## src/rtl/sih_ram.sv

```systemverilog
module sih_ram #(
    parameter int WIDTH = 8,
    parameter int DEPTH = 16,
    localparam int AW = (DEPTH > 1) ? $clog2(DEPTH) : 1
) (
    input  logic             clk,
    input  logic             we,
    input  logic [AW-1:0]    waddr,
    input  logic [WIDTH-1:0] wdata,
    input  logic [AW-1:0]    raddr,
    output logic [WIDTH-1:0] rdata
);
    logic [WIDTH-1:0] mem [DEPTH];

    always_ff @(posedge clk)
    begin
        if (we)
        begin
            mem[waddr] <= wdata;
        end
        rdata <= mem[raddr];
    end
endmodule

```

## config.mk

```make
export PLATFORM = sky130hd
export DESIGN_NAME = sih_ram
export DESIGN_NICKNAME = d
export VERILOG_FILES = /design/src/rtl/sih_ram.sv
export SDC_FILE = /design/constraint.sdc
export NUM_CORES = 1
export LEC_CHECK = 0
export ABC_AREA = 0
export BUFFER_PORTS_ARGS = -buffer_cell sky130_fd_sc_hd__buf_4
export CAP_MARGIN = 10
export CORE_MARGIN = 10
export CORE_UTILIZATION = 60
export DETAILED_ROUTE_END_ITERATION = 6
export MAX_ROUTING_LAYER = met4
export PLACE_DENSITY = 0.78
export SLEW_MARGIN = 20
export SYNTH_ARGS = -nofsm -noshare
export SYNTH_HDL_FRONTEND = slang
export SYNTH_SLANG_ARGS = --single-unit
```

## constraint.sdc

```tcl
create_clock -name clk -period 1.85 [get_ports clk]
set_input_delay 0.185 -clock clk [delete_from_list [all_inputs] [get_ports clk]]
set_output_delay 0.185 -clock clk [all_outputs]
set_load 0.1 [all_outputs]
```

==> impl_metrics.csv <==
group,metric,value,unit
sta,period_minus_slack,1404,ps
sta,slew_headroom,70.50,%
worst_setup_path,endpoint_kind,"flop",
cts,ctsRootBufferMaster,"clkbuf_8",
floorplan,die_h,112.6,um
power,p_leak,2.139,nW
yosys,synth_cell_types,19,
yosys,yosysWarningCount,0,
sta,grt_setup_unrepaired,"no",
power,comb_power_share,6.8,%
worst_setup_path,crit_slowest_cell,"mux4_1",
global_route,grt_overflow,0,
floorplan,die_w,112.6,um
placed_design,hpwl,6.140,mm
sta,fmax,712.3,MHz
sta,finalMaxSlewViolations,0,
yosys,syn_nets,247,
floorplan,rows,33,
flow_run,cap_violations,0,
yosys,ys.flop_type,"edfxtp_1",
worst_setup_path,crit_type,"flop to flop",
drt,dr.pass1.iters,4,
yosys,yosys.area.top_type_share,74.67,%
floorplan,ioPinCount,26,
cts,cts_tree,"yes",
yosys,synth_area_leaders,"edfxtp_1 (75%), mux4_2 (7.9%), mux4_1 (7.1%)",
cts,ctsResizeCount,0,
power,power.density,1173,mW/mm^2
worst_setup_path,required,2240,ps
drt,wl_per_cell,24.72,um
global_route,track_usage,17.30,%
yosys,ys_top_cells_by_count,"edfxtp_1 (128), mux4_2 (18), a22oi_1 (16)",
power,p_seq_share,47.7,%
layout,drive_gt1_share,29.37,%
floorplan,start_util,62.02,%
worst_setup_path,start_kind,"flop",
global_route,antenna_found_initial,0,
yosys,synth_edf_count,128,
sta,hold_viol_final,0,
floorplan,die-area,0.01268,sq mm
sta,worst_hold_slack,19.47,ps
yosys,synth_area_leader_cell,"edfxtp_1",
sta,setup_violations,0,
yosys,synthArstFlopShare,0,%
sta,setup_tns,0,ps
worst_setup_path,cp_cell_sequence,"mux4_1 > a22oi_1 > nand2_1",
hold_path,hold_class,"input port to flop",
cts,cts_max_path_buffers,2,
layout,num_antenna_cells,0,
drt,num_vias,2465,
layout,area_growth,20.42,%
yosys,synth.yosys.seq_area_share,77.78,%
global_route,grt_pass1_vias,2654,
drt,drt_iter0_drc,204,
power,swShare,20.79,%
worst_setup_path,crit_fanout,1,
drt,drc,0,
global_route,grt_max_degree,33,
drt,viasPerCell,6.042,
cts,htreeDepth,4,
power,p_int,5.761,mW
global_route,grt_pass1_wl,15.46,mm
power,irDropWorstVdd,0.6920,mV
sta,min_period_over_period,75.89,%
cts,clk_latency,510,ps
worst_setup_path,path_delay_family,"multiplexers",
placed_design,port-buffer-count,25,
drt,wirelength,10.09,mm
sta,tightest_slew,442.4,ps
layout,n_fill_cell,447,
layout,nNetsFinal,309,
floorplan,core,0.008299,sq mm
sta,fin_skew,7.669,ps
yosys,syn_avg_cell_area,22.48,sq um
yosys,synth_area,0.005147,sq mm
power,p_clk_share,45.5,%
worst_setup_path,crit_arrival,1790,ps
run_status,status,"completed",
placed_design,routabilityCongestion,0.7771,
power,p_switching,1.512,mW
cts,cts_sinks,136,
layout,utilization,74.69,%
drt,ant_nets,0,
yosys,netlist_instances,229,
yosys,synth_most_common_cell,"edfxtp_1",
yosys,synth_seq_cells,136,
worst_setup_path,worst-path-buf-inv,0,
cts,path_clk_slew,60,ps
cts,numCtsBuffers,17,
worst_setup_path,slowest_delay,510,ps
==> layer usage <==
metal	vias to the layer above	global-route usage (%)	routed length, um
met5	-	-	0
met1	1263	21.66	4002
met2	97	25.54	5095
met4	0	7.530	119
met3	11	5.431	868
li1	1094	-	-
==> kinds of logic (layout without fill, tap and decap cells) <==
kind of cell	after synthesis	in the layout	synth area share (%)
flops	136	136	77.78
simple gates	35	35	3.184
mux	32	32	15.02
compound gates	16	16	2.334
buf+inv	10	84	1.677
==> cells in the final DEF, fill, tap and decap left out, drive strengths merged <==
master       synthesis  routed
edfxtp             128     128
buf                  7      46
mux4                32      32
clkbuf               0      18
a22oi               16      16
nor2                13      13
nand2                9       9
dfxtp                8       8
clkinv               0       8
dlygate4sd3          0       7
nor3                 4       4
bufinv               0       4
nand3b               2       2
nand2b               2       2
nor2b                1       1
and2                 1       1
and2b                1       1
nand3                1       1
or3b                 1       1
clkinvlp             0       1
==> worst paths after layout <==
| kind | start | to | slack, ps | cells past startpoint |
|---|---|---|---|---|
| setup reg to reg | mem[1][3]$_DFFE_PP_ | rdata[3]$_DFF_P_ | 450 | 3 |
| hold reg to reg | mem[15][2]$_DFFE_PP_ | rdata[2]$_DFF_P_ | 680 | 3 |
| setup / recovery | mem[1][3]$_DFFE_PP_ | rdata[3]$_DFF_P_ | 450 | 3 |
| hold / removal | wdata[5] | mem[0][5]$_DFFE_PP_ | 20 | 1 |
==> repair_timing <==
action | 4_1_cts | 5_1_grt
hold buffers | 7 | 0
setup buffers | 0 | 0
endpoints found under the hold margin | 112 | 0
==> power by group through the flow <==
stage	registers, mW	clock network (mW)	logic, mW
final	3.47	3.31	0.495
after global routing	3.48	3.48	0.525
after CTS	3.47	3.34	0.501
after detailed placement	3.53	0	0.488
after global placement	3.53	0	0.478
after floorplan	3.67	0	0.175
==> sequential cells by signal, summed over array words and instances, names as in the netlist <==
register  flops
rdata         8
mem         128
==> layout make-up <==
class                      instances  area [sq um]  area share (%)
sequential                       136          4004           64.59
tap                              105         131.4           2.120
multi-input combinational         83          1057           17.06
clock inverter                    13         160.2           2.584
timing repair buffer              53         427.9           6.904
clock buffer                      18         417.9           6.742
==> per-stage QoR <==
stage                     setup slack (ps)  std cells  total power, mW  cell area [sq um]
after detailed placement             146.7        370            4.021               5550
after global placement               210.5        370            4.007               5550
after CTS                            443.6        408            7.310               6198
final                                446.1        408            7.274               6198
after floorplan                      172.1        229            3.849               5147
after global routing                 364.7        408            7.483               6198
No activity file was read; power rests on OpenSTA's default activity.
